<file path="src/sv/mbps_pkg.sv">
// ----------------------------------------------------------------------------
// Masked byte pattern scanner package
// Shared constants, register indexes and the result record.
// ----------------------------------------------------------------------------
package mbps_pkg;

   // Depth of the byte history kept by the scanner.
   localparam int PATTERN_MAX  = 16;
   // The mask and pattern registers hold sixteen bytes, so longer windows are unused.
   localparam int MASK_BITS    = 16;
   localparam int WINDOW_DEPTH = (PATTERN_MAX < MASK_BITS) ? PATTERN_MAX : MASK_BITS;

   localparam int BYTE_W     = 8;
   localparam int LENGTH_W   = 5;
   localparam int COUNT_W    = 8;
   localparam int OFFSET_W   = 32;
   localparam int PAT_IDX_W  = $clog2(MASK_BITS);
   localparam int CSR_IDX_W  = 3;
   localparam int CSR_DATA_W = 64;

   localparam logic [LENGTH_W-1:0] LENGTH_CAP = LENGTH_W'(WINDOW_DEPTH);

   // Configuration register indexes.
   localparam logic [CSR_IDX_W-1:0] CSR_PATTERN_LOW  = 3'd0;
   localparam logic [CSR_IDX_W-1:0] CSR_PATTERN_HIGH = 3'd1;
   localparam logic [CSR_IDX_W-1:0] CSR_COMPARE_MASK = 3'd2;
   localparam logic [CSR_IDX_W-1:0] CSR_PATTERN_LEN  = 3'd3;
   localparam logic [CSR_IDX_W-1:0] CSR_OCC_TARGET   = 3'd4;

   // What one window cell compares against.
   typedef struct packed {
      logic              care;
      logic [BYTE_W-1:0] pattern;
   } cell_cfg_type;

   // One result item.
   typedef struct packed {
      logic                match_found;
      logic [OFFSET_W-1:0] match_offset;
      logic [COUNT_W-1:0]  occurrence_index;
      logic                scan_finished;
      logic                all_found;
   } rsp_item_type;

endpackage

</file>
<file path="src/sv/mbps_cell.sv">
// ----------------------------------------------------------------------------
// Window cell
// Holds one byte of the image history and compares the byte it is about to
// take against its assigned pattern byte.
// ----------------------------------------------------------------------------
module mbps_cell (
   input  logic                  clock,
   input  logic                  shift_en,
   input  logic [7:0]            byte_in,
   input  mbps_pkg::cell_cfg_type cfg,
   output logic [7:0]            byte_out,
   output logic                  hit
);
   import mbps_pkg::*;

   logic [BYTE_W-1:0] hold_ff;
   logic [BYTE_W-1:0] hold_in;

   assign hold_in = shift_en ? byte_in : hold_ff;

   // The history needs no reset: only bytes of the current image are ever compared.
   always_ff @(posedge clock) begin
      hold_ff <= hold_in;
   end

   assign byte_out = hold_ff;
   assign hit      = !cfg.care || (byte_in == cfg.pattern);

endmodule

</file>
<file path="src/sv/mbps_window.sv">
// ----------------------------------------------------------------------------
// Byte window
// A row of cells shifting the image history by one byte per transfer. Each
// cell is told which pattern byte lines up with it for the current length.
// ----------------------------------------------------------------------------
module mbps_window (
   input  logic                            clock,
   input  logic                            shift_en,
   input  logic [7:0]                      new_byte,
   input  logic [mbps_pkg::LENGTH_W-1:0]   length,
   input  logic [127:0]                    pattern,
   input  logic [mbps_pkg::MASK_BITS-1:0]  mask,
   output logic                            window_hit
);
   import mbps_pkg::*;

   logic [MASK_BITS-1:0][BYTE_W-1:0] pattern_bytes;
   logic [WINDOW_DEPTH-1:0][BYTE_W-1:0] cell_bytes;
   logic [WINDOW_DEPTH-1:0][BYTE_W-1:0] cell_feed;
   logic [WINDOW_DEPTH-1:0]             cell_hits;
   cell_cfg_type [WINDOW_DEPTH-1:0]     cell_cfgs;

   assign pattern_bytes = pattern;

   for (genvar k = 0; k < WINDOW_DEPTH; k++) begin : g_cell
      localparam logic [LENGTH_W-1:0] CELL_POS = LENGTH_W'(k);
      logic [LENGTH_W-1:0] pat_pos;

      // Cell k holds the byte k places back, which meets pattern byte length-1-k.
      assign pat_pos = length - CELL_POS - LENGTH_W'(1);

      always_comb begin
         cell_cfgs[k].pattern = pattern_bytes[pat_pos[PAT_IDX_W-1:0]];
         cell_cfgs[k].care    = (CELL_POS < length) &&
                                ((pat_pos == '0) || mask[pat_pos[PAT_IDX_W-1:0]]);
      end

      if (k == 0) begin : g_head
         assign cell_feed[k] = new_byte;
      end else begin : g_body
         assign cell_feed[k] = cell_bytes[k-1];
      end

      mbps_cell u_cell (
         .clock    (clock),
         .shift_en (shift_en),
         .byte_in  (cell_feed[k]),
         .cfg      (cell_cfgs[k]),
         .byte_out (cell_bytes[k]),
         .hit      (cell_hits[k])
      );
   end

   assign window_hit = &cell_hits;

endmodule

</file>
<file path="src/sv/mbps_rsp_buf.sv">
// ----------------------------------------------------------------------------
// Result buffer
// Output register plus a skid slot, so the scanner keeps taking bytes while a
// result waits for the consumer.
// ----------------------------------------------------------------------------
module mbps_rsp_buf (
   input  logic                   clock,
   input  logic                   reset,
   input  logic                   push,
   input  mbps_pkg::rsp_item_type push_item,
   output logic                   push_ready,
   output logic                   out_valid,
   output mbps_pkg::rsp_item_type out_item,
   input  logic                   out_ready
);
   import mbps_pkg::*;

   logic         main_valid_ff, main_valid_in;
   logic         skid_valid_ff, skid_valid_in;
   rsp_item_type main_item_ff, main_item_in;
   rsp_item_type skid_item_ff, skid_item_in;
   logic         pop;

   assign pop = main_valid_ff && out_ready;

   always_comb begin
      main_valid_in = main_valid_ff;
      main_item_in  = main_item_ff;
      skid_valid_in = skid_valid_ff;
      skid_item_in  = skid_item_ff;
      if (!main_valid_ff || pop) begin
         if (skid_valid_ff) begin
            main_valid_in = 1'b1;
            main_item_in  = skid_item_ff;
            skid_valid_in = 1'b0;
         end else begin
            main_valid_in = push;
            main_item_in  = push_item;
         end
      end else if (push) begin
         skid_valid_in = 1'b1;
         skid_item_in  = push_item;
      end
   end

   always_ff @(posedge clock) begin
      if (reset) begin
         main_valid_ff <= 1'b0;
         skid_valid_ff <= 1'b0;
      end else begin
         main_valid_ff <= main_valid_in;
         skid_valid_ff <= skid_valid_in;
      end
      main_item_ff <= main_item_in;
      skid_item_ff <= skid_item_in;
   end

   assign push_ready = !skid_valid_ff;
   assign out_valid  = main_valid_ff;
   assign out_item   = main_item_ff;

endmodule

</file>
<file path="src/sv/masked_byte_pattern_scanner_core.sv">
// ----------------------------------------------------------------------------
// Masked byte pattern scanner core
// Streams an image one byte per transfer and reports every masked pattern
// match up to a configured count, plus a final status on the last byte.
// ----------------------------------------------------------------------------
// The scanner takes one image byte per clock cycle, back to back, and a byte
// that ends a match or the image gives its result on rsp_ in the cycle after
// the req_ transfer when no earlier result is still waiting. The rate is set by
// the row of window cells: every byte shifts
// the history by one cell and all cells compare in parallel in that same
// cycle. A two-entry result buffer (output register and skid slot) lets the
// input keep flowing while a result waits; req_tready falls only when both
// entries are full. Each match reports its start offset and zero-based
// occurrence number; pattern byte 0 is always compared, the others only where
// their compare_mask bit is set, and overlapping matches all count. Once
// occurrence_target matches are found, later matches are dropped. The result
// for the byte marked by req_tlast carries rsp_tlast and all_found, and the
// offset and match counters then start over for the next image. Write the
// configuration registers only while no result is pending.
// ----------------------------------------------------------------------------
module masked_byte_pattern_scanner_core (
   input  logic                              clock,
   input  logic                              reset,
   // Image byte input.
   input  logic                              req_tvalid,
   output logic                              req_tready,
   input  logic [7:0]                        req_tdata,  // [7:0] image_byte
   input  logic                              req_tlast,  // last_byte
   // Result output.
   output logic                              rsp_tvalid,
   input  logic                              rsp_tready,
   output logic [39:0]                       rsp_tdata,  // [31:0] match_offset,
                                                         // [39:32] occurrence_index
   output logic [1:0]                        rsp_tuser,  // [0] match_found, [1] all_found
   output logic                              rsp_tlast,  // scan_finished
   // Configuration write channel.
   input  logic                              csr_valid,
   output logic                              csr_ready,
   input  logic [mbps_pkg::CSR_IDX_W-1:0]    csr_index,
   input  logic [mbps_pkg::CSR_DATA_W-1:0]   csr_data
);
   import mbps_pkg::*;

   // Configuration registers.
   logic [63:0]          pattern_low_ff;
   logic [63:0]          pattern_high_ff;
   logic [MASK_BITS-1:0] compare_mask_ff;
   logic [LENGTH_W-1:0]  pattern_length_ff;
   logic [COUNT_W-1:0]   occ_target_ff;

   // Scan state.
   logic [OFFSET_W-1:0]  bytes_seen_ff, bytes_seen_in;
   logic [COUNT_W-1:0]   found_count_ff, found_count_in;

   logic                 accept;
   logic                 csr_write;
   logic [LENGTH_W-1:0]  eff_length;
   logic                 window_hit;
   logic                 fits;
   logic                 match;
   logic [COUNT_W-1:0]   found_after;
   logic                 push;
   logic                 buf_ready;
   rsp_item_type         push_item;
   rsp_item_type         out_item;

   assign csr_ready  = 1'b1;
   assign csr_write  = csr_valid && csr_ready;
   assign req_tready = buf_ready;
   assign accept     = req_tvalid && req_tready;

   always_ff @(posedge clock) begin
      if (reset) begin
         pattern_low_ff    <= '0;
         pattern_high_ff   <= '0;
         compare_mask_ff   <= '1;
         pattern_length_ff <= LENGTH_W'(1);
         occ_target_ff     <= COUNT_W'(1);
      end else if (csr_write) begin
         case (csr_index)
            CSR_PATTERN_LOW:  pattern_low_ff    <= csr_data;
            CSR_PATTERN_HIGH: pattern_high_ff   <= csr_data;
            CSR_COMPARE_MASK: compare_mask_ff   <= csr_data[MASK_BITS-1:0];
            CSR_PATTERN_LEN:  pattern_length_ff <= csr_data[LENGTH_W-1:0];
            CSR_OCC_TARGET:   occ_target_ff     <= csr_data[COUNT_W-1:0];
            default: ;
         endcase
      end
   end

   // A zero length behaves as one, and a length past the window is clipped.
   always_comb begin
      if (pattern_length_ff == '0) begin
         eff_length = LENGTH_W'(1);
      end else if (pattern_length_ff > LENGTH_CAP) begin
         eff_length = LENGTH_CAP;
      end else begin
         eff_length = pattern_length_ff;
      end
   end

   mbps_window u_window (
      .clock      (clock),
      .shift_en   (accept),
      .new_byte   (req_tdata),
      .length     (eff_length),
      .pattern    ({pattern_high_ff, pattern_low_ff}),
      .mask       (compare_mask_ff),
      .window_hit (window_hit)
   );

   // The pattern only counts once the image holds enough bytes to contain it.
   // The compare is one bit wider so the count still works across a wrap.
   assign fits  = ({1'b0, bytes_seen_ff} + (OFFSET_W+1)'(1)) >= (OFFSET_W+1)'(eff_length);
   assign match = fits && (found_count_ff < occ_target_ff) && window_hit;
   assign found_after = found_count_ff + COUNT_W'(match);

   always_comb begin
      push_item.match_found      = match;
      push_item.match_offset     = match ?
         (bytes_seen_ff + OFFSET_W'(1) - OFFSET_W'(eff_length)) : '0;
      push_item.occurrence_index = match ? found_count_ff : '0;
      push_item.scan_finished    = req_tlast;
      push_item.all_found        = req_tlast && (found_after >= occ_target_ff);
   end

   assign push = accept && (match || req_tlast);

   always_comb begin
      bytes_seen_in  = bytes_seen_ff;
      found_count_in = found_count_ff;
      if (accept) begin
         if (req_tlast) begin
            bytes_seen_in  = '0;
            found_count_in = '0;
         end else begin
            bytes_seen_in  = bytes_seen_ff + OFFSET_W'(1);
            found_count_in = found_after;
         end
      end
   end

   always_ff @(posedge clock) begin
      if (reset) begin
         bytes_seen_ff  <= '0;
         found_count_ff <= '0;
      end else begin
         bytes_seen_ff  <= bytes_seen_in;
         found_count_ff <= found_count_in;
      end
   end

   mbps_rsp_buf u_rsp_buf (
      .clock      (clock),
      .reset      (reset),
      .push       (push),
      .push_item  (push_item),
      .push_ready (buf_ready),
      .out_valid  (rsp_tvalid),
      .out_item   (out_item),
      .out_ready  (rsp_tready)
   );

   assign rsp_tdata = {out_item.occurrence_index, out_item.match_offset};
   assign rsp_tuser = {out_item.all_found, out_item.match_found};
   assign rsp_tlast = out_item.scan_finished;

   // The last byte of an image always leaves the scan counters cleared.
   a_clear_after_last: assert property (@(posedge clock) disable iff (reset)
      accept && req_tlast |=> (bytes_seen_ff == '0) && (found_count_ff == '0))
      else $error("scan state not cleared after last byte");

   // Any other byte advances the offset counter by exactly one.
   a_offset_advance: assert property (@(posedge clock) disable iff (reset)
      accept && !req_tlast |=> bytes_seen_ff == $past(bytes_seen_ff) + OFFSET_W'(1))
      else $error("offset counter did not advance by one");

   // A result transfer without a match can only be the final status.
   a_nomatch_is_final: assert property (@(posedge clock) disable iff (reset)
      rsp_tvalid && !rsp_tuser[0] |-> rsp_tlast)
      else $error("result without match or final status");

   // The success flag only ever appears on the final status.
   a_all_found_final: assert property (@(posedge clock) disable iff (reset)
      rsp_tvalid && rsp_tuser[1] |-> rsp_tlast)
      else $error("all_found set on a non-final result");

endmodule

</file>
<file path="config.mk">
export PLATFORM = sky130hd
export DESIGN_NAME = masked_byte_pattern_scanner_core
export DESIGN_NICKNAME = d
export VERILOG_FILES = /design/src/sv/mbps_pkg.sv /design/src/sv/mbps_cell.sv /design/src/sv/mbps_window.sv /design/src/sv/mbps_rsp_buf.sv /design/src/sv/masked_byte_pattern_scanner_core.sv
export SDC_FILE = /design/constraint.sdc
export NUM_CORES = 1
export LEC_CHECK = 0
export BUFFER_PORTS_ARGS = -buffer_cell sky130_fd_sc_hd__buf_2
export CAP_MARGIN = 20
export CORE_ASPECT_RATIO = 0.5
export CORE_MARGIN = 4
export CORE_UTILIZATION = 55
export CTS_CLUSTER_SIZE = 28
export DETAILED_ROUTE_END_ITERATION = 10
export PLACE_DENSITY = 0.72
export SETUP_SLACK_MARGIN = 0.4
export SYNTH_ARGS = -nofsm -noshare
export SYNTH_HDL_FRONTEND = slang
export SYNTH_SLANG_ARGS = --single-unit
export TNS_END_PERCENT = 10
</file>
<file path="constraint.sdc">
create_clock -name clock -period 8.7 [get_ports clock]
set_input_delay 1.305 -clock clock [delete_from_list [all_inputs] [get_ports clock]]
set_output_delay 1.305 -clock clock [all_outputs]
set_load 0.03 [all_outputs]
</file>
==> out/results.ini, run 1 <==
[synth]
synthTopCellsByCount=496 x nand2_1, 245 x a21oi_1, 206 x edfxtp_1
synthXorXnorAreaFrac_pct=6.80
synth_edf_count=206
yosysSeqAreaShare_pct=37.7
synthMuxAreaShare_pct=15.0
syn_avg_cell_area_um2=9.25
netlist_area_mm2=0.0270
yosys.area_share.simple_pct=16.4
ys_seq_elements=405
synth_cells=2917
synth_cell_types=89
synth.area.top_cells=edfxtp_1 23%, dfxtp_1 15%, mux4_2 7.9%
synth_top_family_by_area=compound AO/OA/AOI/OAI gates
synth_most_common_cell=nand2_1
yosys_warnings=0
synthAdderAreaFrac_pct=1.88
synth_top_flop_cell=edfxtp_1
synth_compound_area_share_pct=17.9
synth_fp_nets=3038
async_flop_share_pct=0
yosys.area.top_type=edfxtp_1
yosysTopAreaCellShare_pct=22.9

[route]
vias=24800
firstDrtPassIters=6
wl_met2_um=43000
route.detailed.drc=0
wirelength_um=102000
wl_met1_um=39900
dr_wl_met3_um=15000
wire_per_inst_um=28.6
drt_iter0_drc=3431
top_layer_used=met5
viasPerCell=6.91
antenna_left=0

[placed_design]
detailedPlace.worstSlack_ns=1.05
place.gp.congestion=1.05
hpwl_um=77100
portBuffers=125

[worst_setup_path]
arrival_ns=8.22
timing_worst_setup_path_type=reg2reg
required_ns=8.98
cpPeakStageDelay_ns=0.92
cp-start-kind=register
critPathSlowestCell=a221oi_1
crit_top_cell=ha_1
critPathCaptureType=register
crit_fanout=31

[timing]
clock_skew_ns=0.0228
rsz0062_at_grt=no
fin_ws_ns=0.764
hold_viol_final=0
finalSetupViolCount=0
finalMaxSlewViolations=0
max_freq_mhz=126
max_slew_margin_pct=16.5
fin_setup_tns_ns=0
timing.final.crit_share_pct=91.2
period_minus_slack_ns=7.94
worst_pin_slew_ns=1.25

[pwr]
ir_drop_uv=131
seqPwrFrac_pct=47.9
p_per_area_mw_per_mm2=153
power_switching_w=0.00128
switching_share_pct=28.4
combPwrFrac_pct=14.5
p_leak_nw=10.9
p_clk_share_pct=37.6
intPower_w=0.00322

[grt]
grt_pass1_vias=21800
antenna_found_initial=5
grt_overflow=0
grtUsageTotal_pct=37.5
grt_pass1_wl_um=147000
grt_max_degree=103

[final_layout]
drive_gt1_share_pct=15.1
areaGrowthSynthToFinish_pct=8.63
num-nets-final=3030

[floorplan]
start_util_pct=55.7
core_mm2=0.0485
fp.dieH_um=165
placementRows=57
boundaryPins=127
die_w_um=321
die_area_mm2=0.0529

[clock_network]
post_cts_resized=0
cts_buffer_depth=3
cts_tree=built
ctsHoldBuffers=0
post_cts_buffers=0
h-tree-depth=2
clock-sinks=405
cts_buffers=37
cts.clk_slew.worst_paths_ns=0.07
cts_root_buffer=clkbuf_16
clkLatencyLatePin_ns=0.58

[hold_path]
hold_class=reg2reg

[outcome]
outcome=finished clean

[flow_run]
cap_viol_max_count=0

metrics by stage:
| stage | area [µm²] | total power (W) | std cells | hold slack [ns] | util (%) |
|---|---|---|---|---|---|
| CTS | 29300 | 0.00449 | 3583 | 0.466 | 60.4 |
| global placement | 28100 | 0.00281 | 3516 | 0.448 | 57.9 |
| global route | 29300 | 0.00463 | 3586 | 0.487 | 60.5 |
| detailed placement | 28100 | 0.00282 | 3516 | 0.458 | 57.9 |
| finish | 29300 | 0.00450 | 3588 | 0.463 | 60.5 |
| floorplan | 27200 | 0.00258 | 2917 | 0.426 | - |
power by group through the flow:
stage | logic, W | registers, W | clock network, W
after global placement | 0.000625 | 0.00219 | 0
after detailed placement | 0.000630 | 0.00219 | 0
after CTS | 0.000633 | 0.00215 | 0.00171
final | 0.000652 | 0.00215 | 0.00169
after floorplan | 0.000411 | 0.00217 | 0
after global routing | 0.000685 | 0.00215 | 0.00179
cell usage in the layout (no fill, tap or decap), types with 14 or more instances in the layout:
| master | Yosys | routed |
|---|---|---|
| nand2_1 | 496 | 495 |
| a21oi_1 | 245 | 244 |
| edfxtp_1 | 206 | 206 |
| dfxtp_1 | 199 | 195 |
| nor2_1 | 178 | 176 |
| mux2i_1 | 167 | 167 |
| xnor2_1 | 141 | 139 |
| buf_2 | 43 | 124 |
| o21ai_0 | 113 | 112 |
| mux4_2 | 95 | 95 |
| xor2_1 | 60 | 60 |
| buf_4 | 7 | 57 |
| a22oi_1 | 56 | 56 |
| nor3_1 | 54 | 54 |
| nand3_1 | 49 | 49 |
| inv_1 | 40 | 38 |
| ha_1 | 39 | 38 |
| clkbuf_16 | 0 | 38 |
| a31oi_1 | 37 | 37 |
| o22ai_1 | 34 | 33 |
| nand4_1 | 31 | 31 |
| nor2b_1 | 29 | 28 |
| o31ai_2 | 28 | 28 |
| nor4_1 | 26 | 26 |
| a221oi_1 | 25 | 25 |
| and3_1 | 24 | 24 |
| mux2_2 | 21 | 21 |
| a211oi_1 | 22 | 21 |
| or3_1 | 20 | 20 |
| a211o_1 | 20 | 20 |
| nor3b_1 | 15 | 15 |
| nand2b_1 | 15 | 14 |
| o32a_1 | 14 | 14 |
| a311oi_1 | 14 | 14 |
| o31ai_1 | 14 | 14 |
critical path: cells and delay by family (launching register included):
kind / cells / cell delay [ns]
adders and majority gates: 4 / 0.88
buffers and inverters: 2 / 0.46
DFF: 1 / 0.52
and+or+nand+nor: 11 / 2.65
xor gates and xnor gates: 2 / 0.42
AOI/OAI and AO/OA: 10 / 2.70
cell families after synthesis:
kind of cell | after synthesis
AOI/OAI and AO/OA | 727
xor gates and xnor gates | 205
adders and majority gates | 40
buffers and inverters | 278
DFF | 405
muxes | 283
other | 1
and+or+nand+nor | 978
layout make-up:
type,instances,area (µm²)
diodes,2,5.00
clock buffers,52,1060
clock inverters,15,154
fillers,4253,19200
inverters,45,186
multi-input cells,2234,15800
flip-flops and latches,405,10200
well taps,649,812
repair buffers,186,1110
final timing paths:
kind,start,slack [ns],to,cells after the start
hold reg to reg,occ_target_ff[6],0.46,occ_target_ff[6],2
hold / removal,occ_target_ff[6],0.46,occ_target_ff[6],2
setup / recovery,pattern_length_ff[4],0.76,u_rsp_buf.out_item[0],29
setup reg to reg,pattern_length_ff[4],0.76,u_rsp_buf.out_item[0],29
registers in the layout, indices dropped and copies added (netlist names):
name                             cells
u_rsp_buf.skid_valid_ff              1
pattern_low_ff                      64
u_window.g_cell.u_cell.byte_out    120
bytes_seen_ff                       32
found_count_ff                       8
pattern_high_ff                     64
u_rsp_buf.out_valid                  1
u_rsp_buf.skid_item_ff              43
occ_target_ff                        8
u_rsp_buf.out_item                  43
pattern_length_ff                    5
compare_mask_ff                     16
layer usage:
layer,GRT usage [%],up-vias
li1,-,10800
met1,51.1,12000
met2,55.4,1718
met3,13.3,311
met4,13.9,4
met5,0,-
Note: power is estimated with default switching activity, not from simulation.
==> run 2: changes to the inputs <==
--- a/config.mk
+++ b/config.mk
@@ -7,12 +7,14 @@
 export LEC_CHECK = 0
 export BUFFER_PORTS_ARGS = -buffer_cell sky130_fd_sc_hd__buf_2
 export CAP_MARGIN = 20
+export CELL_PAD_IN_SITES_DETAIL_PLACEMENT = 0
+export CELL_PAD_IN_SITES_GLOBAL_PLACEMENT = 1
 export CORE_ASPECT_RATIO = 0.5
 export CORE_MARGIN = 4
-export CORE_UTILIZATION = 55
+export CORE_UTILIZATION = 44
 export CTS_CLUSTER_SIZE = 28
 export DETAILED_ROUTE_END_ITERATION = 10
-export PLACE_DENSITY = 0.72
+export PLACE_DENSITY = 0.74
 export SETUP_SLACK_MARGIN = 0.4
 export SYNTH_ARGS = -nofsm -noshare
 export SYNTH_HDL_FRONTEND = slang
==> out/results.ini, run 2 (synthesis results as in run 1) <==
[clock_network]
cts.clk_slew.worst_paths_ns=0.07
clkLatencyLatePin_ns=0.58
cts_buffer_depth=3
post_cts_resized=0
cts_tree=built
h-tree-depth=2
clock-sinks=405
cts_buffers=39
ctsHoldBuffers=0
post_cts_buffers=0
cts_root_buffer=clkbuf_16

[pwr]
ir_drop_uv=136
p_leak_nw=11.0
p_per_area_mw_per_mm2=155

[timing]
period_minus_slack_ns=7.96
hold_viol_final=0
fin_setup_tns_ns=0
finalSetupViolCount=0
clock_skew_ns=0.0239
timing.final.crit_share_pct=91.4
max_freq_mhz=126
rsz0062_at_grt=no
max_slew_margin_pct=24.7
worst_pin_slew_ns=1.12
finalMaxSlewViolations=0

[flow_run]
cap_viol_max_count=0

[floorplan]
core_mm2=0.0600
fp.dieH_um=183
boundaryPins=127
die_area_mm2=0.0656
placementRows=63
die_w_um=358
start_util_pct=45.0

[worst_setup_path]
timing_worst_setup_path_type=reg2reg
required_ns=8.98
cpPeakStageDelay_ns=0.69
critPathSlowestCell=a21oi_4
cp-start-kind=register
arrival_ns=8.24
path_delay_family=simple AND/OR/NAND/NOR gates
crit_fanout=28
cp_num_buf_inv=3
critPathCaptureType=register

[final_layout]
final_core_util_pct=49.5
layout_commonest_cell=nand2_1
largest_register_ffs=120
final_cells=3758
nFillCells=5696
drive_gt1_share_pct=15.4
final_cell_mix=495 x nand2_1, 244 x a21oi_1, 206 x edfxtp_1, 195 x dfxtp_1, 176 x nor2_1
areaGrowthSynthToFinish_pct=9.90
num-nets-final=3036

[grt]
grt_pass1_vias=22100
antenna_found_initial=7
grt_overflow=0
grtUsageTotal_pct=33.0
grt_max_degree=110
grt_pass1_wl_um=159000

[route]
drt_iter0_drc=3585
wire_per_inst_um=29.5
viasPerCell=6.50
wirelength_um=111000
route.detailed.drc=0
vias=24400
firstDrtPassIters=5
antenna_left=0

[placed_design]
dp_cells=3683
portBuffers=125
hpwl_um=84300
place.gp.congestion=1.04

[outcome]
outcome=finished clean

[hold_path]
hold_class=reg2reg

==> run 2: path summary, 6_finish.rpt <==
check                        from               endpoint  slack (ns)  depth (start not counted)
max          pattern_length_ff[1]  u_rsp_buf.out_item[0]        0.74                         25
min              occ_target_ff[2]       occ_target_ff[2]        0.46                          2
max reg2reg  pattern_length_ff[1]  u_rsp_buf.out_item[0]        0.74                         25
min reg2reg      occ_target_ff[2]       occ_target_ff[2]        0.46                          2
==> run 2: worst min-delay path, stage by stage (launching register included) <==
cell     delay [ns]
dfxtp_1        0.31
nand2_1        0.05
a21oi_1        0.05
==> run 2: area by class of cell <==
cell class	count	area, µm²	area share [%]
clock inverter	18	191	0.645
inverter	45	186	0.628
tap	812	1020	3.42
antenna	1	2.50	0.00843
clock buffer	53	1100	3.72
sequential	405	10200	34.3
timing repair buffer	190	1170	3.95
multi-input combinational	2234	15800	53.3
==> run 2: where the power goes <==
part           total, W  internal, W  switching, W
Combinational  0.000656     0.000234      0.000423
Sequential      0.00216      0.00207     0.0000951
Clock           0.00177     0.000989      0.000783
==> run 2: per-stage QoR <==
stage          power [W]  setup WS (ns)  instance area, µm²  hold WS, ns
4_1_cts          0.00460          0.897               29600        0.458
2_1_floorplan    0.00258          0.338               27200        0.426
5_1_grt          0.00475          0.448               29700        0.473
3_3_place_gp     0.00284          0.913               28300        0.446
6_report         0.00459          0.745               29700        0.456
3_5_place_dp     0.00284          0.920               28300        0.449
==> run 2: routing by layer <==
layer  part of all wire (%)  GRT usage [%]  vias up
met3                     12           8.66      238
met5                  0.039              0        -
met1                     43           47.5    12000
met2                     42           48.7     1361
met4                    3.5           9.74        6
li1                       -              -    10800
